**src/design/hdu_pkg.sv**
```systemverilog
// ============================================================================
// hdu_pkg: shared constants and tables for the haversine distance unit
// Fixed-point formats, CORDIC arctangent table, divider and scaling constants.
// ============================================================================
package hdu_pkg;

  localparam int ANGLE_FRAC_BITS = 23;
  localparam int DIST_FRAC_BITS  = 4;

  // Input channel field widths
  localparam int LAT_W = 31;
  localparam int LON_W = 32;

  // Degree difference width and phase width (2^32 = one turn)
  localparam int DIFF_W  = 33;
  localparam int PHASE_W = 32;

  // Degree to phase: round(d * 2^(32-F) / 720) = floor((|d|*2^HALF_SH + 22) / 45)
  localparam int HALF_SH   = 32 - ANGLE_FRAC_BITS - 4;
  localparam int FULL_SH   = 32 - ANGLE_FRAC_BITS - 3;
  localparam int ROUND_ADD = 22;
  localparam int NUM_W     = DIFF_W + FULL_SH + 1;
  localparam int DIV_BYTES = (NUM_W + 7) / 8;
  localparam int DIV_K        = 45;
  localparam int REM_W        = 6;
  localparam int DIV_RECIP    = 23302;   // ceil(2^20 / 45)
  localparam int DIV_RECIP_SH = 20;

  // CORDIC
  localparam int CORDIC_STEPS = 30;
  localparam int CS_W         = 34;
  localparam int AT_W         = 36;
  localparam int ZW           = 34;
  localparam int GAIN_Q30     = 652032874;
  localparam int TRIG_W       = 32;

  // Haversine arithmetic
  localparam int H_W          = 34;
  localparam int HQ_W         = 31;
  localparam longint ONE_Q30  = 64'd1073741824;

  // Integer square root
  localparam int SQRT_STEPS = 32;
  localparam int SQ_W       = 64;
  localparam int ROOT_W     = 32;

  // Distance scaling
  localparam longint FOUR_PI_R_Q4 = 64'd1281326976;
  localparam int     DIST_W       = 29;
  localparam longint DIST_MAX     = 64'd536870911;
  localparam longint QUARTER_TURN = 64'd1073741824;

  function automatic logic [29:0] atan_turn(input logic [4:0] idx);
    logic [29:0] v;
    unique case (idx)
      5'd0:  v = 30'h20000000;
      5'd1:  v = 30'h12E4051E;
      5'd2:  v = 30'h09FB385B;
      5'd3:  v = 30'h051111D4;
      5'd4:  v = 30'h028B0D43;
      5'd5:  v = 30'h0145D7E1;
      5'd6:  v = 30'h00A2F61E;
      5'd7:  v = 30'h00517C55;
      5'd8:  v = 30'h0028BE53;
      5'd9:  v = 30'h00145F2F;
      5'd10: v = 30'h000A2F98;
      5'd11: v = 30'h000517CC;
      5'd12: v = 30'h00028BE6;
      5'd13: v = 30'h000145F3;
      5'd14: v = 30'h0000A2FA;
      5'd15: v = 30'h0000517D;
      5'd16: v = 30'h000028BE;
      5'd17: v = 30'h0000145F;
      5'd18: v = 30'h00000A30;
      5'd19: v = 30'h00000518;
      5'd20: v = 30'h0000028C;
      5'd21: v = 30'h00000146;
      5'd22: v = 30'h000000A3;
      5'd23: v = 30'h00000051;
      5'd24: v = 30'h00000029;
      5'd25: v = 30'h00000014;
      5'd26: v = 30'h0000000A;
      5'd27: v = 30'h00000005;
      5'd28: v = 30'h00000003;
      5'd29: v = 30'h00000001;
      default: v = 30'h0;
    endcase
    return v;
  endfunction

endpackage

```
**src/design/hdu_isqrt.sv**
```systemverilog
// ============================================================================
// hdu_isqrt: pipelined bitwise integer square root
// One result bit per stage, 64-bit radicand.
// ============================================================================
module hdu_isqrt import hdu_pkg::*; (
  input  logic              clk,
  input  logic              rst_n,
  input  logic              en,
  input  logic              vld_i,
  input  logic [SQ_W-1:0]   n_i,
  output logic              vld_o,
  output logic [ROOT_W-1:0] root_o
);

  logic            vld_r [0:SQRT_STEPS];
  logic [SQ_W-1:0] n_r   [0:SQRT_STEPS];
  logic [SQ_W-1:0] r_r   [0:SQRT_STEPS];

  always_ff @(posedge clk) begin
    if (!rst_n) begin
      vld_r[0] <= 1'b0;
    end else if (en) begin
      vld_r[0] <= vld_i;
    end
  end

  always_ff @(posedge clk) begin
    if (en) begin
      n_r[0] <= n_i;
      r_r[0] <= '0;
    end
  end

  for (genvar g = 0; g < SQRT_STEPS; g++) begin : g_bit
    logic [SQ_W-1:0] b, t;

    always_comb begin
      b = SQ_W'(1) << (SQ_W - 2 - 2*g);
      t = r_r[g] + b;
    end

    always_ff @(posedge clk) begin
      if (!rst_n) begin
        vld_r[g+1] <= 1'b0;
      end else if (en) begin
        vld_r[g+1] <= vld_r[g];
      end
    end

    always_ff @(posedge clk) begin
      if (en) begin
        if (n_r[g] >= t) begin
          n_r[g+1] <= n_r[g] - t;
          r_r[g+1] <= (r_r[g] >> 1) + b;
        end else begin
          n_r[g+1] <= n_r[g];
          r_r[g+1] <= r_r[g] >> 1;
        end
      end
    end
  end

  assign vld_o  = vld_r[SQRT_STEPS];
  assign root_o = r_r[SQRT_STEPS][ROOT_W-1:0];

endmodule

```
**config.mk**
```make
export PLATFORM = sky130hd
export DESIGN_NAME = hdu_isqrt
export DESIGN_NICKNAME = d
export VERILOG_FILES = /design/src/design/hdu_pkg.sv /design/src/design/hdu_isqrt.sv
export SDC_FILE = /design/constraint.sdc
export NUM_CORES = 2
export LEC_CHECK = 0
export BUFFER_PORTS_ARGS = -buffer_cell sky130_fd_sc_hd__buf_2
export CORE_MARGIN = 2
export CORE_UTILIZATION = 51
export CTS_CLUSTER_DIAMETER = 100
export DETAILED_ROUTE_END_ITERATION = 8
export GPL_TIMING_DRIVEN = 0
export PLACE_DENSITY = 0.66
export SYNTH_ARGS = -nofsm -noshare
export SYNTH_HDL_FRONTEND = slang
export SYNTH_MEMORY_MAX_BITS = 65536
export SYNTH_SLANG_ARGS = --single-unit
```
**constraint.sdc**
```tcl
create_clock -name clk -period 5.1 [get_ports clk]
set_clock_uncertainty 0.1 [all_clocks]
set_input_delay 0.255 -clock clk [delete_from_list [all_inputs] [get_ports clk]]
set_output_delay 0.255 -clock clk [all_outputs]
set_load 0.01 [all_outputs]
```
== After elaboration in Yosys (flattened, before gate mapping) ==
Memory sizes are Yosys's and may differ from the RTL's.
Index checks and enable logic that the tools add are counted.

* Register bits: 0
* Bits in writable memories: 4257
* Input port bits: 68
* Output and inout bits: 33
* Word-level logic and storage cells: 522
* Memories kept: 3

{| class="wikitable"
|+ Memories
! name !! depth !! bits a word !! read ports !! clocked after memory_dff !! write ports !! RTL line !! text
|-
| n_r || 33 || 64 || 32 || 0 || 33 || hdu_isqrt.sv:16 || <nowiki>logic [SQ_W-1:0] n_r [0:SQRT_STEPS];</nowiki>
|-
| r_r || 33 || 64 || 33 || 0 || 33 || hdu_isqrt.sv:17 || <nowiki>logic [SQ_W-1:0] r_r [0:SQRT_STEPS];</nowiki>
|-
| vld_r || 33 || 1 || 33 || 0 || 33 || hdu_isqrt.sv:15 || <nowiki>logic vld_r [0:SQRT_STEPS];</nowiki>
|}

* Add/subtract/negate cells: 96
* $lt $le $gt $ge: 32
* Multiplexer cells: 294
* Bitwise operators: 97

{| class="wikitable"
|+ Operators by type and width
! operator !! count
|-
| 64-bit 2-to-1 mux || 64
|-
| 64-bit >= comparator || 32
|-
| 64-bit subtractor || 32
|-
| 1-bit 2-to-1 mux || 230
|-
| 1-bit OR || 97
|-
| 63-bit by 1-bit adder with 64-bit output (second input constant) || 1
|-
| 63-bit by 11-bit adder with 64-bit output (second input constant) || 1
|-
| 63-bit by 13-bit adder with 64-bit output (second input constant) || 1
|-
| 63-bit by 15-bit adder with 64-bit output (second input constant) || 1
|-
| 63-bit by 17-bit adder with 64-bit output (second input constant) || 1
|-
| 63-bit by 19-bit adder with 64-bit output (second input constant) || 1
|-
| 63-bit by 21-bit adder with 64-bit output (second input constant) || 1
|-
| 63-bit by 23-bit adder with 64-bit output (second input constant) || 1
|-
| 63-bit by 25-bit adder with 64-bit output (second input constant) || 1
|-
| 63-bit by 27-bit adder with 64-bit output (second input constant) || 1
|-
| 63-bit by 29-bit adder with 64-bit output (second input constant) || 1
|-
| 63-bit by 3-bit adder with 64-bit output (second input constant) || 1
|-
| 63-bit by 31-bit adder with 64-bit output (second input constant) || 1
|-
| 63-bit by 33-bit adder with 64-bit output (second input constant) || 1
|-
| 63-bit by 35-bit adder with 64-bit output (second input constant) || 1
|-
| 63-bit by 37-bit adder with 64-bit output (second input constant) || 1
|-
| 63-bit by 39-bit adder with 64-bit output (second input constant) || 1
|-
| 63-bit by 41-bit adder with 64-bit output (second input constant) || 1
|-
| 63-bit by 43-bit adder with 64-bit output (second input constant) || 1
|-
| 45 further kinds || 45
|}

== Logic depth before layout (Yosys ltp) ==
An unclocked memory read counts as a cell.

* Word-level depth: 7
* Mapped depth: 14
* Depth with buffers taken out: 13

== Worst setup path before layout ==
Ideal clock, no wire load.

* Path kind: input port to flip-flop
* Start: input port en
* End: memory n_r[31][0] (enable)
* Data arrival time: 3603 ps
* Required time: 4513 ps
* Setup slack: 910 ps
* Stages: 4
* Path through: clkbuf_1 clkbuf_1 clkbuf_1 clkbuf_1

{| class="wikitable"
|+ RTL lines
! what !! RTL line !! text
|-
| start, declared || hdu_isqrt.sv:8 || <nowiki>input logic en,</nowiki>
|-
| end, declared || hdu_isqrt.sv:16 ||
|}

==> impl_metrics.json <==
{
  "synthFlopType": "edfxtp_1",
  "cts_sinks": 2609,
  "endpoint_kind": "register",
  "dp_hpwl_mm": 227,
  "min_from": "rst_n",
  "reg2reg_depth": 13,
  "via_per_inst": 5.88,
  "holdPathEnd": "vld_r[30]",
  "setup_slack_ns": 0.158,
  "path_cells": "inv_1 -> ha_1 -> and4_1 -> nand4_1 -> o21bai_1 -> a31oi_1 -> o21ai_0 -> a41o_1 -> buf_2 -> nor4_4 -> nand2_1 -> or4_1 -> xnor2_1",
  "hold_path_depth": 3,
  "io_pins": 101,
  "dpl_worst_slack_ns": -0.886,
  "grt_pass1_wl_mm": 461,
  "grt_max_degree": 77,
  "syn_area_per_cell_um2": 12.7,
  "rsz0062_at_grt": "false",
  "drt_iter0_markers": 8459,
  "yosys_warnings": 0,
  "async_reset_ff_share_pct": 0,
  "synth_nets": 10400,
  "cts.clk_slew.worst_paths_ns": 0.06,
  "syn-cell-area_um2": 124000,
  "slew_violations": 0,
  "slew_headroom_pct": 8.50,
  "post-route-period-util_pct": 96.9,
  "fin_nets": 11000,
  "powerDensity_nw_per_um2": 447,
  "max_freq_ghz": 0.202,
  "drc": 0,
  "drtAntennaViolNets": 0,
  "r2r-end": "n_r[27][43]",
  "ys_types": 103,
  "path_class": "register to register",
  "core_area_um2": 241000,
  "grt_pass1_vias": 77300,
  "dieArea_um2": 247000,
  "fin_tns_setup_ns": 0,
  "crit-reg2reg-launch": "r_r[26][26]",
  "synth_top_area_cell": "edfxtp_1",
  "place_congestion": 0.969,
  "die_h_um": 497,
  "grt_overflow_total": 0,
  "cp-start-kind": "register",
  "tightest_slew_ns": 1.37,
  "routedWlPerCell_um": 22.2,
  "required_ns": 5.60,
  "syn_to_final_growth_pct": 13.0,
  "antenna_found_initial": 7,
  "drive_gt1_share_pct": 7.43,
  "cts_max_level": 5,
  "vdd_drop_max_mv": 0.356,
  "cts-buffers-inserted": 293,
  "cts_tree": "yes",
  "cts.path.max_buffers": 4,
  "ff2ff_setup_slack_ns": 0.16,
  "start_util_pct": 51.4,
  "power.total_w": 0.0625,
  "routed_wl_mm": 304,
  "leakagePower_nw": 52.5,
  "dr.pass1.iters": 7,
  "postCtsSetupBuffers": 0,
  "synth_cells": 9791,
  "synth_edf_count": 2608,
  "period_needed_ns": 4.94,
  "cts-root-buf": "clkbuf_16",
  "status": "completed",
  "io_buffer_count": 100,
  "clock_latency_ns": 0.94,
  "cp_slowest_cell": "a31oi_1",
  "dieWidth_um": 497,
  "hold_viol_final": 0,
  "post-route-util_pct": 58.1,
  "via_count": 80800,
  "synth-seq-cells": 2609,
  "seq_area_frac_synth_pct": 63.2,
  "grt_usage_pct": 24.0,
  "hp-class": "input pin to register",
  "worstPathArrival_ns": 5.44,
  "maxCapViolations": 0,
  "cp_max_fo": 7,
  "ys_top_cells_by_area": "edfxtp_1 63%, ha_1 5.6%, xor2_1 3.2%",
  "cpPeakStageDelay_ns": 0.50,
  "setup_violations": 0,
  "core.rowCount": 180,
  "synth_top_area_share_pct": 63.2
}
[report_power, final]
part           switching, W  total, W  internal (W)
Clock               0.00834    0.0209        0.0125
Combinational       0.00767    0.0126       0.00496
Sequential          0.00200    0.0290        0.0270
[cells in the mapped netlist (76+ instances only)]
cell,count
xnor2_1,443
and3_1,80
inv_1,674
o21a_1,95
nand2_1,676
nor2_1,617
o21ai_0,499
or3_1,108
clkbuf_1,189
nand3_1,152
edfxtp_1,2608
ha_1,558
a21o_1,237
or4_1,76
a21oi_1,547
nor4_1,333
nand2b_1,114
nor2b_1,93
nor3_1,266
nand4_1,148
xor2_1,451
[layout by cell type (no fill, tap or decap), types with 148 or more instances in the layout]
cell,Yosys,final
nand2_1,676,676
ha_1,558,558
xnor2_1,443,443
o21ai_0,499,499
nor2_1,617,616
nor4_1,333,327
nand4_1,148,148
a21o_1,237,237
a21oi_1,547,547
nand3_1,152,152
clkbuf_16,0,300
clkbuf_1,189,190
xor2_1,451,451
nor3_1,266,266
edfxtp_1,2608,2608
inv_1,674,674
[final cells by class]
class,count,area (um^2)
buffer,219,987
multi-input combinational,6288,42200
clock buffer,335,7640
antenna,5,12.5
clock inverter,167,1760
sequential,2609,78300
inverter,675,2530
timing repair buffer,263,2550
fill,19100,101000
tap,3185,3990
[worst max-delay path, delay by kind of cell, from the launching register on]
family / cells / cell delay [ns]
flops: 1 / 0.45
buf+inv: 2 / 0.30
compound gates: 4 / 1.58
fa+ha+maj: 1 / 0.38
simple gates: 5 / 1.70
xor+xnor: 1 / 0.16
[flip-flops by register name (all words and copies together) (netlist names)]
name   flops
n_r     2048
r_r      528
vld_r     33
[logic make-up after synthesis]
family | Yosys count | synth area share, %
and+or+nand+nor | 2941 | 12.3
DFF | 2609 | 63.2
AOI/OAI and AO/OA | 1814 | 9.04
xor gates and xnor gates | 894 | 6.32
buffers and inverters | 894 | 2.74
adders and majority gates | 558 | 5.64
muxes | 81 | 0.729
[worst max-delay path by stage]
stage	start	end	slack (ns)	depth (start not counted)
final	r_r[26][26]	n_r[27][43]	0.16	13
after global routing	r_r[26][22]	n_r[27][43]	0.01	13
after CTS	n_r[28][42]	n_r[29][26]	0.12	9
after detailed placement	en	r_r[32][0]	-0.89	11
after global placement	en	r_r[31][10]	-5.01	5
after floorplan	en	n_r[31][0]	0.91	4
[per-stage QoR]
step                hold slack [ns]  cell area, um^2  instances
global route                  0.163           140000      13700
global placement              0.323           128000      13100
floorplan                     0.254           124000       9791
detailed placement            0.331           129000      13100
finish                        0.183           140000      13700
CTS                           0.108           140000      13700
[routing by layer]
layer	up-vias	wire [um]	GRT usage, %	share of wire (%)
met3	417	21600	3.82	7.1
met1	39900	137000	35.1	45
met2	2701	140000	37.8	46
li1	37800	-	-	-
met5	-	27	0	0.0089
met4	4	6260	5.46	2.1
[timing repair]
item | 4_1_cts | 5_1_grt
endpoints found under the hold margin | 161 | 0
hold buffers | 138 | 0
gates resized for setup | 0 | 7
endpoints found under the setup margin | 0 | 50
No activity file was read; power rests on OpenSTA's default activity.
