[src/design/hdu_pkg.sv]
// ============================================================================
// hdu_pkg: shared constants and tables for the haversine distance unit
// Fixed-point formats, CORDIC arctangent table, divider and scaling constants.
// ============================================================================
package hdu_pkg;

  localparam int ANGLE_FRAC_BITS = 23;
  localparam int DIST_FRAC_BITS  = 4;

  // Input channel field widths
  localparam int LAT_W = 31;
  localparam int LON_W = 32;

  // Degree difference width and phase width (2^32 = one turn)
  localparam int DIFF_W  = 33;
  localparam int PHASE_W = 32;

  // Degree to phase: round(d * 2^(32-F) / 720) = floor((|d|*2^HALF_SH + 22) / 45)
  localparam int HALF_SH   = 32 - ANGLE_FRAC_BITS - 4;
  localparam int FULL_SH   = 32 - ANGLE_FRAC_BITS - 3;
  localparam int ROUND_ADD = 22;
  localparam int NUM_W     = DIFF_W + FULL_SH + 1;
  localparam int DIV_BYTES = (NUM_W + 7) / 8;
  localparam int DIV_K        = 45;
  localparam int REM_W        = 6;
  localparam int DIV_RECIP    = 23302;   // ceil(2^20 / 45)
  localparam int DIV_RECIP_SH = 20;

  // CORDIC
  localparam int CORDIC_STEPS = 30;
  localparam int CS_W         = 34;
  localparam int AT_W         = 36;
  localparam int ZW           = 34;
  localparam int GAIN_Q30     = 652032874;
  localparam int TRIG_W       = 32;

  // Haversine arithmetic
  localparam int H_W          = 34;
  localparam int HQ_W         = 31;
  localparam longint ONE_Q30  = 64'd1073741824;

  // Integer square root
  localparam int SQRT_STEPS = 32;
  localparam int SQ_W       = 64;
  localparam int ROOT_W     = 32;

  // Distance scaling
  localparam longint FOUR_PI_R_Q4 = 64'd1281326976;
  localparam int     DIST_W       = 29;
  localparam longint DIST_MAX     = 64'd536870911;
  localparam longint QUARTER_TURN = 64'd1073741824;

  function automatic logic [29:0] atan_turn(input logic [4:0] idx);
    logic [29:0] v;
    unique case (idx)
      5'd0:  v = 30'h20000000;
      5'd1:  v = 30'h12E4051E;
      5'd2:  v = 30'h09FB385B;
      5'd3:  v = 30'h051111D4;
      5'd4:  v = 30'h028B0D43;
      5'd5:  v = 30'h0145D7E1;
      5'd6:  v = 30'h00A2F61E;
      5'd7:  v = 30'h00517C55;
      5'd8:  v = 30'h0028BE53;
      5'd9:  v = 30'h00145F2F;
      5'd10: v = 30'h000A2F98;
      5'd11: v = 30'h000517CC;
      5'd12: v = 30'h00028BE6;
      5'd13: v = 30'h000145F3;
      5'd14: v = 30'h0000A2FA;
      5'd15: v = 30'h0000517D;
      5'd16: v = 30'h000028BE;
      5'd17: v = 30'h0000145F;
      5'd18: v = 30'h00000A30;
      5'd19: v = 30'h00000518;
      5'd20: v = 30'h0000028C;
      5'd21: v = 30'h00000146;
      5'd22: v = 30'h000000A3;
      5'd23: v = 30'h00000051;
      5'd24: v = 30'h00000029;
      5'd25: v = 30'h00000014;
      5'd26: v = 30'h0000000A;
      5'd27: v = 30'h00000005;
      5'd28: v = 30'h00000003;
      5'd29: v = 30'h00000001;
      default: v = 30'h0;
    endcase
    return v;
  endfunction

endpackage

[src/design/hdu_deg2phase.sv]
// ============================================================================
// hdu_deg2phase: degrees to turn-unit phase
// Rounds half away from zero; divides by 45 one byte per pipeline stage.
// ============================================================================
module hdu_deg2phase import hdu_pkg::*; (
  input  logic                     clk,
  input  logic                     rst_n,
  input  logic                     en,
  input  logic                     vld_i,
  input  logic                     half_i,
  input  logic signed [DIFF_W-1:0] deg_i,
  output logic                     vld_o,
  output logic [PHASE_W-1:0]       phase_o
);

  localparam int NW = DIV_BYTES * 8;

  logic [DIFF_W-1:0] mag;
  logic [NW-1:0]     num_nxt;

  logic              vld_r [0:DIV_BYTES];
  logic              neg_r [0:DIV_BYTES];
  logic [NW-1:0]     num_r [0:DIV_BYTES];
  logic [REM_W-1:0]  rem_r [0:DIV_BYTES];
  logic [NW-1:0]     quo_r [0:DIV_BYTES];
  logic              out_vld_r;
  logic [PHASE_W-1:0] phase_r;

  always_comb begin
    mag     = deg_i[DIFF_W-1] ? DIFF_W'(-deg_i) : DIFF_W'(deg_i);
    num_nxt = (half_i ? (NW'(mag) << HALF_SH) : (NW'(mag) << FULL_SH)) + NW'(ROUND_ADD);
  end

  always_ff @(posedge clk) begin
    if (!rst_n) begin
      vld_r[0] <= 1'b0;
    end else if (en) begin
      vld_r[0] <= vld_i;
    end
  end

  always_ff @(posedge clk) begin
    if (en) begin
      num_r[0] <= num_nxt;
      neg_r[0] <= deg_i[DIFF_W-1];
      rem_r[0] <= '0;
      quo_r[0] <= '0;
    end
  end

  for (genvar g = 0; g < DIV_BYTES; g++) begin : g_div
    logic [REM_W+7:0]  x;
    logic [REM_W+22:0] xr;
    logic [7:0]        qd;
    logic [REM_W+7:0]  rem_n;

    always_comb begin
      x     = {rem_r[g], num_r[g][NW-1-8*g -: 8]};
      xr    = (REM_W+23)'(x) * (REM_W+23)'(DIV_RECIP);
      qd    = xr[DIV_RECIP_SH +: 8];
      rem_n = x - (REM_W+8)'(qd) * (REM_W+8)'(DIV_K);
    end

    always_ff @(posedge clk) begin
      if (!rst_n) begin
        vld_r[g+1] <= 1'b0;
      end else if (en) begin
        vld_r[g+1] <= vld_r[g];
      end
    end

    always_ff @(posedge clk) begin
      if (en) begin
        num_r[g+1] <= num_r[g];
        neg_r[g+1] <= neg_r[g];
        rem_r[g+1] <= rem_n[REM_W-1:0];
        quo_r[g+1] <= {quo_r[g][NW-9:0], qd};
      end
    end
  end

  always_ff @(posedge clk) begin
    if (!rst_n) begin
      out_vld_r <= 1'b0;
    end else if (en) begin
      out_vld_r <= vld_r[DIV_BYTES];
    end
  end

  always_ff @(posedge clk) begin
    if (en) begin
      phase_r <= neg_r[DIV_BYTES] ? PHASE_W'(-quo_r[DIV_BYTES][PHASE_W-1:0])
                                  : quo_r[DIV_BYTES][PHASE_W-1:0];
    end
  end

  assign vld_o   = out_vld_r;
  assign phase_o = phase_r;

endmodule

[config.mk]
export PLATFORM = sky130hd
export DESIGN_NAME = hdu_deg2phase
export DESIGN_NICKNAME = d
export VERILOG_FILES = /design/src/design/hdu_pkg.sv /design/src/design/hdu_deg2phase.sv
export SDC_FILE = /design/constraint.sdc
export NUM_CORES = 1
export LEC_CHECK = 0
export ABC_AREA = 1
export ABC_CLOCK_PERIOD_IN_PS = 19800
export BUFFER_PORTS_ARGS = -buffer_cell sky130_fd_sc_hd__buf_2
export CAP_MARGIN = 20
export CORE_UTILIZATION = 60
export DETAILED_ROUTE_END_ITERATION = 7
export GPL_ROUTABILITY_DRIVEN = 0
export PLACE_DENSITY = 0.77
export SLEW_MARGIN = 40
export SYNTH_ARGS = -nofsm -noshare
export SYNTH_HDL_FRONTEND = slang
export SYNTH_SLANG_ARGS = --single-unit
[constraint.sdc]
create_clock -name clk -period 19.8 [get_ports clk]
set_clock_uncertainty 0.2 [all_clocks]
set_input_delay 2.97 -clock clk [delete_from_list [all_inputs] [get_ports clk]]
set_output_delay 2.97 -clock clk [all_outputs]
set_load 0.1 [all_outputs]
# After elaboration in Yosys (flattened, before gate mapping)
# Memories as Yosys holds them, arrays and structs flattened. A register that Yosys moved wholly into a read port is not among the register bits.
# Index checks and enable logic that the tools add are counted.
# totals
elab_cells	45
mem_count	5
register_bits	32
ramBits	528
# classes
mul	10
reduce_logical	1
addsub	8
mux	14
n_bitwise	6
# memory_table
name	words	word_bits	read_ports	rd_ports_with_merged_regs	wr	line_no	source
num_r	6	40	5	0	6	hdu_deg2phase.sv:23	logic [NW-1:0] num_r [0:DIV_BYTES];
quo_r	6	40	6	0	6	hdu_deg2phase.sv:25	logic [NW-1:0] quo_r [0:DIV_BYTES];
rem_r	6	6	5	0	6	hdu_deg2phase.sv:24	logic [REM_W-1:0] rem_r [0:DIV_BYTES];
neg_r	6	1	6	0	6	hdu_deg2phase.sv:22	logic neg_r [0:DIV_BYTES];
vld_r	6	1	6	1	6	hdu_deg2phase.sv:21	logic vld_r [0:DIV_BYTES];
# ops
op	count
multiplier 14 x 14 -> 27 bit (second input constant)	5
adder 39 x 5 -> 40 bit (second input constant)	1
multiplier 8 x 6 -> 6 bit (second input constant)	5
two-way mux 39 bit	1
two-way mux 33 bit	1
negation 33 bit	1
two-way mux 32 bit	1
negation 32 bit	1
subtractor 6 bit	5
two-way mux 1 bit	11
OR 1 bit	6
zero test 1 bit	1

# Logic depth before layout (Yosys ltp)
# Gate-level depths: netlist (run 1).
# depth
word_depth	4
mapped_depth	37
depth_no_buf	37

# Worst setup path after synthesis (run 1)
# Ideal clock, no wire load.
# synth_path
path_kind	register to register
startpoint	memory num_r[1][27] (netlist name)
endpoint	memory rem_r[2][5] (data pin)
t_arrival_ns	6.997
stages_incl_launch_ff	34
synth_period_minus_slack_ns	7.449
setup_time_ns	0.252
setup_slack_ns	12.351
cell_sequence	edfxtp_1 ha_1 ha_1 fa_1 fa_1 inv_1 fa_1 fa_1 inv_1 ha_1 nand2_1 nor2_1 inv_1 nor2_1 nand4_1 nand3_1 a31oi_1 xnor2_1 ha_1 ha_1 fa_1 ha_1 inv_1 ha_1 a21oi_1 o21ai_0 nor2_1 or2_2 nand2_1 or2_2 nand2_1 inv_1 nand2_1 nand2_1
# synth_lines
item	line_no
start, declared	hdu_deg2phase.sv:23
end, declared	hdu_deg2phase.sv:24

==> results of run 1 <==
routing by layer:
layer | routed length [microns] | track usage | part of all wire | vias up
li1 | - | - | - | 9086
met1 | 21300 | 0.297 | 0.41 | 8667
met2 | 26000 | 0.447 | 0.50 | 488
met3 | 2780 | 0.0359 | 0.054 | 117
met4 | 1650 | 0.0756 | 0.032 | 0
met5 | 0 | 0 | 0 | -
cells by family after synthesis:
kind of cell / after synthesis
simple gates: 781
buf+inv: 590
fa+ha+maj: 685
mux: 1
xor+xnor: 158
flops: 243
compound gates: 264
cell type report:
type	count	area share
Clock buffer	34	0.0256
Clock inverter	14	0.00438
Inverter	576	0.0788
Multi-Input combinational cell	1889	0.588
Sequential cell	243	0.265
Tap cell	539	0.0246
Timing Repair Buffer	72	0.0139
Yosys cell counts (all sizes together):
cell | n | area share
o41ai | 1 | 0.00034
o211ai | 8 | 0.0023
fa | 166 | 0.13
o21bai | 14 | 0.0041
nand2b | 1 | 0.00024
mux2i | 1 | 0.00039
edfxtp | 241 | 0.28
a21boi | 4 | 0.0012
o31ai | 7 | 0.0021
nand4 | 34 | 0.0085
nor4 | 6 | 0.0023
and2 | 2 | 0.00059
a211oi | 6 | 0.0018
ha | 519 | 0.25
o21ai | 94 | 0.019
nand3b | 7 | 0.0030
nand3 | 83 | 0.017
nor2 | 157 | 0.024
xnor2 | 56 | 0.019
or2 | 4 | 0.00098
a31oi | 8 | 0.0020
a221oi | 2 | 0.00068
buf | 5 | 0.00078
nor3b | 4 | 0.0016
nor3 | 33 | 0.0075
clkbuf | 9 | 0.0013
nand2 | 450 | 0.067
inv | 576 | 0.084
a21o | 17 | 0.0050
xor2 | 102 | 0.035
dfxtp | 2 | 0.0016
a21oi | 102 | 0.020
a41oi | 1 | 0.00034
flip-flops by register name (all words and copies together), names as in the netlist:
name,flops
num_r,94
rem_r,24
neg_r,6
vld_o,1
phase_o,32
vld_r,6
quo_r,80
final timing paths:
path / depth (start not counted) / endpoint / slack, ps
min reg2reg: 0 / num_r[2][20] / 210
max reg2reg: 32 / rem_r[2][5] / 11700
min: 0 / num_r[2][20] / 210
max: 32 / rem_r[2][5] / 11700
stage by stage:
| stage | utilization | instances | area (sq um) | setup slack (ps) | hold WS, ps |
|---|---|---|---|---|---|
| 2_1_floorplan | - | 2722 | 25600 | 12350 | 200 |
| 3_3_place_gp | 0.633 | 3319 | 26600 | 11990 | 201 |
| 3_5_place_dp | 0.633 | 3319 | 26600 | 11790 | 205 |
| 4_1_cts | 0.653 | 3367 | 27400 | 11740 | 208 |
| 5_1_grt | 0.653 | 3367 | 27400 | 11250 | 217 |
| 6_report | 0.653 | 3367 | 27400 | 11700 | 212 |
==> run_results.csv, run 1 <==
group,metric,value,unit
critical_path,critPathTopFamily,"adder cells",
detailed_routing,ant_nets,0,
die,die_h,209,microns
clocking,cts_tree,"done",
detailed_routing,wirelength,51700,microns
critical_path,crit_type,"flip-flop to flip-flop",
logic_synthesis,netlist_area,0.0256,sq mm
die,dieArea,0.0435,sq mm
die,fp.coreArea,0.0420,sq mm
critical_path,critPathLaunch,"num_r[1][27]",
status,status,"finished, final reports clean",
critical_path,crit_path_frequent_cell,"ha_1",
clocking,ctsResizeCount,0,
layout,regArea,0.00728,sq mm
hold_path,hp-start,"num_r[1][20]",
sta,hold_violations,0,
sta,period_needed,8100,ps
layout,area_growth,7.12,%
detailed_routing,vias_per_cell,5.45,
clocking,clk_pin_slew,60,ps
layout,fin_nets,3532,
detailed_routing,drtIter0Drc,1104,
layout,n_fill_cell,3285,
critical_path,cpPeakStageDelay,550,ps
sta,fin_setup_tns,0,ps
logic_synthesis,synth_compound_area_frac,0.0587,
flow_run,max_cap_violations,0,
layout,drive_gt1_frac,0.0555,
critical_path,cp.required,19900,ps
logic_synthesis,ys_ff_latch,243,
logic_synthesis,synth_area_per_cell,9.41,sq um
global_routing,grtUsageTotal,0.245,
sta,slew_headroom,0.478,
logic_synthesis,synth_xor_area_frac,0.0546,
die,die_w,209,microns
logic_synthesis,synth_warnings,0,
critical_path,cp_num_buf_inv,4,
placed_design,port_buffers,70,
layout,layout_common_cells,"573 x inv_1, 519 x ha_1, 440 x nand2_1, 241 x edfxtp_1, 166 x fa_1",
critical_path,critPathLaunchType,"flip-flop",
logic_synthesis,synthCells,2722,
critical_path,path_max_fanout,6,
die,boundaryPins,71,
clocking,clkSinkCount,243,
sta,max_freq,123,MHz
detailed_routing,vias,18400,
global_routing,grt_pass1_vias,19000,
sta,drv_slew,0,
layout,multiInputGateArea,0.0161,sq mm
clocking,clock_path_buffers,3,
hold_path,min_path_type,"flip-flop to flip-flop",
layout,final_common_cell,"inv_1",
logic_synthesis,synth_cell_types,52,
sta,max_slew.worst_pin.slew,783,ps
placed_design,dpl.hpwl,43300,microns
logic_synthesis,synth_nets,3445,
die,rows,75,
detailed_routing,drc,0,
logic_synthesis,synth-adder-area-share,0.383,
layout,antennaDiodeCount,0,
global_routing,overflow,0,
global_routing,grt_max_degree,86,
critical_path,critPathArrivalTime,8200,ps
sta,finalSetupViolCount,0,
critical_path,reg2reg_from,"num_r[1][27]",
clocking,clk_latency,550,ps
clocking,ctsHoldBuffers,0,
global_routing,grt_pass1_wl,87500,microns
detailed_routing,wl_per_cell,15.4,microns
critical_path,critPathCaptureType,"flip-flop",
logic_synthesis,synth_simple_gate_area_frac,0.133,
clocking,clockRootBuffer,"clkbuf_16",
logic_synthesis,synth_mux_area_frac,0.000391,
sta,min_period_over_period,0.409,
clocking,h-tree-depth,1,
sta,rsz0062_at_grt,"false",
clocking,cts_buffers,27,
clocking,cts_setup_buffers,0,
logic_synthesis,yosysSeqAreaShare,0.284,
critical_path,cp_slowest_cell,"fa_1",
global_routing,antenna_found_initial,0,
die,start_util,0.609,
logic_synthesis,synth_top_family_by_area,"adder cells",
detailed_routing,drtPass1Iterations,5,
Power of run 1 is not shown: default switching activity piles up to over one toggle a cycle in this logic, so the estimate is an artifact.
==> run 2, diff against run 1 <==
ABC_CLOCK_PERIOD_IN_PS = 6970   (was 19800)
CORE_UTILIZATION = 59   (was 60)
PLACE_DENSITY = 0.79   (was 0.77)
clock period = 6.97 ns   (was 19.8 ns; I/O delays follow)
==> run_results.csv, run 2 (synthesis results as in run 1) <==
group,metric,value,unit
status,status,"finished with violations",
status,violations,"setup timing",
clocking,cts_tree,"done",
placed_design,place_inst,3539,
critical_path,path_max_fanout,3,
sta,drv_slew,0,
detailed_routing,wirelength,69400,microns
critical_path,critPathCaptureType,"flip-flop",
sta,hold_violations,0,
die,boundaryPins,71,
sta,fin_ws,-495,ps
clocking,cts_buffers,26,
die,start_util,0.604,
global_routing,overflow,0,
clocking,h-tree-depth,1,
sta,rsz0062_at_grt,"true",
clocking,clk_pin_slew,60,ps
critical_path,cp_slowest_cell,"fa_1",
layout,stdcell_count,3656,
die,rows,75,
sta,min_period_over_period,1.07,
die,die_h,210,microns
global_routing,antenna_found_initial,1,
layout,area_growth,23.5,%
placed_design,dpl.hpwl,46900,microns
global_routing,grt_pass1_vias,21100,
critical_path,critPathLaunchType,"flip-flop",
layout,drive_gt1_frac,0.215,
detailed_routing,vias_per_cell,5.66,
global_routing,grt_pass1_wl,101000,microns
placed_design,placed_cell_area,0.0284,sq mm
sta,period_needed,7470,ps
detailed_routing,wl_per_cell,19.0,microns
detailed_routing,vias,20700,
sta,max_slew.worst_pin.slew,852,ps
critical_path,cp.required,7060,ps
critical_path,crit_type,"flip-flop to flip-flop",
detailed_routing,drc,0,
die,die_w,210,microns
clocking,clk_latency,550,ps
sta,max_freq,134,MHz
clocking,ctsHoldBuffers,0,
clocking,clock_path_buffers,3,
hold_path,min_path_type,"flip-flop to flip-flop",
flow_run,max_cap_violations,0,
global_routing,grt_max_degree,153,
placed_design,port_buffers,70,
detailed_routing,drtPass1Iterations,6,
layout,antennaDiodeCount,0,
die,fp.coreArea,0.0424,sq mm
detailed_routing,drtIter0Drc,1336,
layout,n_fill_cell,2606,
global_routing,grtUsageTotal,0.285,
placed_design,post-place-ws,-482,ps
clocking,clkSinkCount,243,
layout,finalInstanceArea,0.0316,sq mm
detailed_routing,ant_nets,0,
critical_path,critPathArrivalTime,7560,ps
critical_path,cpPeakStageDelay,520,ps
die,dieArea,0.0443,sq mm
critical_path,r2r_setup_slack,-500,ps
layout,top_register,"num_r",
sta,slew_headroom,0.432,
layout,final_common_cell,"inv_1",
layout,fin_nets,3782,
critical_path,crit_path_frequent_cell,"ha_4",
sta,finalSetupViolCount,4,
clocking,clockRootBuffer,"clkbuf_16",
layout,layout_common_cells,"548 x inv_1, 404 x nand2_1, 393 x ha_1, 243 x buf_4, 241 x edfxtp_1",
layout,largest_register_ff_count,94,
## run 2: cell count changes in the layout (fill, tap and decap cells not counted), sizes merged
cell and delta:
bufinv +4, clkinvlp -2, inv -3, buf +251, clkbuf +2, clkinv -1
## run 2: worst paths after layout
check | end | start | cells after the start
max | rem_r[2][5] | num_r[1][29] | 33
min | quo_r[5][8] | quo_r[4][0] | 0
min reg2reg | quo_r[5][8] | quo_r[4][0] | 0
max reg2reg | rem_r[2][5] | num_r[1][29] | 33
## run 2: repair_timing
| item | in CTS | in global routing |
|---|---|---|
| buffers inserted | 34 | 36 |
| pin swaps | 86 | 153 |
| resized for setup | 102 | 158 |
| setup endpoints to repair | 6 | 8 |
## run 2: through the flow
stage	util	hold WS (ps)	TNS, ps
2_1_floorplan	-	200	-37.7
3_3_place_gp	0.668	201	-659
3_5_place_dp	0.668	205	-1980
4_1_cts	0.716	206	-657
5_1_grt	0.746	211	-1910
6_report	0.746	210	-929
## run 2: cell type report
cell class,instances,area [sq um],share of cell area
Clock inverter,12,193,0.00609
Clock buffer,36,729,0.0231
Inverter,576,2170,0.0687
Timing Repair Buffer,323,2310,0.0729
Tap cell,577,722,0.0228
Multi-Input combinational cell,1889,18200,0.576
Sequential cell,243,7280,0.230
## run 2: per-layer routing
| layer | vias up | GRT usage | wire length [microns] |
|---|---|---|---|
| li1 | 9580 | - | - |
| met1 | 9847 | 0.330 | 25600 |
| met2 | 903 | 0.534 | 35300 |
| met3 | 344 | 0.0341 | 4120 |
| met4 | 2 | 0.112 | 4380 |
| met5 | - | 0 | 8 |
## run 2: critical path: cells and delay by family, from the launching register on
| family | cells | cell delay (ps) |
|---|---|---|
| buffers and inverters | 5 | 420 |
| xor gates and xnor gates | 1 | 240 |
| AOI/OAI and AO/OA | 1 | 100 |
| adders and majority gates | 12 | 4310 |
| and+or+nand+nor | 14 | 1480 |
| DFF | 1 | 470 |
Power of run 2 is left out for the same reason.
==> run 3, diff against run 2 <==
CORE_ASPECT_RATIO = 1.4   (was unset)
==> run_results.csv, run 3 (synthesis results as in run 1) <==
group,metric,value,unit
status,status,"finished with violations",
status,violations,"DRC, setup timing",
critical_path,cpPeakStageDelay,560,ps
sta,max_slew.worst_pin.slew,793,ps
placed_design,port_buffers,70,
critical_path,critPathCaptureType,"flip-flop",
die,die_w,178,microns
sta,min_period_over_period,1.07,
layout,fin_nets,3753,
die,die_h,249,microns
placed_design,post-place-ws,-581,ps
die,rows,90,
critical_path,cp_num_buf_inv,6,
detailed_routing,drtIter0Drc,1660,
global_routing,antenna_found_initial,1,
layout,area_growth,21.2,%
global_routing,grt_max_degree,115,
sta,rsz0062_at_grt,"true",
clocking,cts_buffers,26,
detailed_routing,wl_met3,5100,microns
clocking,clk_latency,580,ps
global_routing,grt_pass1_wl,105000,microns
detailed_routing,wirelength,73000,microns
detailed_routing,drc,23,
layout,n_fill_cell,2685,
layout,largest_register_ff_count,94,
sta,finalSetupViolCount,5,
critical_path,cp.required,7090,ps
placed_design,dpl.hpwl,47300,microns
sta,slew_headroom,0.472,
sta,period_needed,7440,ps
clocking,clk_pin_slew,80,ps
layout,layout_common_cells,"539 x inv_1, 410 x nand2_1, 409 x ha_1, 241 x edfxtp_1, 214 x buf_4",
hold_path,min_path_type,"flip-flop to flip-flop",
clocking,clockRootBuffer,"clkbuf_16",
global_routing,grt_pass1_vias,21900,
detailed_routing,wl_met1,24200,microns
layout,drive_gt1_frac,0.202,
layout,top_register,"num_r",
sta,hold_violations,0,
critical_path,critPathTopFamily,"adder cells",
clocking,clkSinkCount,243,
sta,drv_slew,0,
global_routing,grtUsageTotal,0.301,
die,dieArea,0.0443,sq mm
flow_run,max_cap_violations,0,
detailed_routing,ant_nets,0,
sta,max_freq,134,MHz
critical_path,critPathLaunchType,"flip-flop",
detailed_routing,drtPass1Iterations,8,
critical_path,cp_slowest_cell,"fa_1",
layout,final_common_cell,"inv_1",
clocking,cts_tree,"done",
critical_path,critPathArrivalTime,7560,ps
detailed_routing,vias_per_cell,5.93,
clocking,h-tree-depth,1,
detailed_routing,vias,21300,
die,boundaryPins,71,
detailed_routing,wl_per_cell,20.3,microns
detailed_routing,wl_met2,37100,microns
detailed_routing,top_layer,"met4",
die,fp.coreArea,0.0430,sq mm
die,start_util,0.596,
critical_path,crit_path_frequent_cell,"ha_4",
critical_path,path_max_fanout,3,
critical_path,crit_type,"flip-flop to flip-flop",
global_routing,overflow,0,
sta,fin_ws,-465,ps
clocking,clock_path_buffers,3,
[run 3: cell type report]
class,count,area [sq um],share of cell area
tap,552,691,0.0222
timing repair buffer,294,2100,0.0678
clock inverter,12,131,0.00423
sequential,243,7280,0.234
antenna,1,2.50,0.0000806
inverter,576,2160,0.0697
multi-input combinational,1889,18000,0.578
clock buffer,35,716,0.0231
[run 3: worst reg2reg max path, delay by kind of cell (launching register included)]
kind,cells,cell delay [ps]
buffers and inverters,6,420
and+or+nand+nor,12,1430
AOI/OAI and AO/OA,2,190
DFF,1,510
xor gates and xnor gates,1,220
adders and majority gates,12,4220
[run 3: worst paths after layout]
path                                    from      endpoint  slack (ps)  depth (start not counted)
worst max-delay path            num_r[1][27]   rem_r[2][5]        -470                         33
worst min-delay path            num_r[1][15]  num_r[2][15]         220                          0
worst max register to register  num_r[1][27]   rem_r[2][5]        -470                         33
worst min register to register  num_r[1][15]  num_r[2][15]         220                          0
[run 3: per-layer routing]
metal,GRT usage,vias to the layer above
met5,0,-
met4,0.206,0
met3,0.0393,535
met2,0.561,1227
met1,0.304,10100
li1,-,9531
[run 3: per-stage QoR]
step           hold slack, ps  cells  instance area (sq um)  setup TNS [ps]   util
2_1_floorplan             200   2722                  25900           -37.7      -
3_3_place_gp              201   3500                  28200           -1010  0.656
3_5_place_dp              205   3501                  28200           -1880  0.657
4_1_cts                   211   3578                  30200            -513  0.702
5_1_grt                   217   3602                  31000           -2370  0.722
6_report                  218   3602                  31000           -1380  0.722
[run 3: repair_timing]
action                                  in CTS  in global routing
resized for setup                          114                124
pin swaps                                   96                125
buffers inserted                            30                 23
endpoints found under the setup margin       6                  7
cloned                                       0                  0
hold buffers                                 0                  0
Power of run 3 is left out for the same reason.
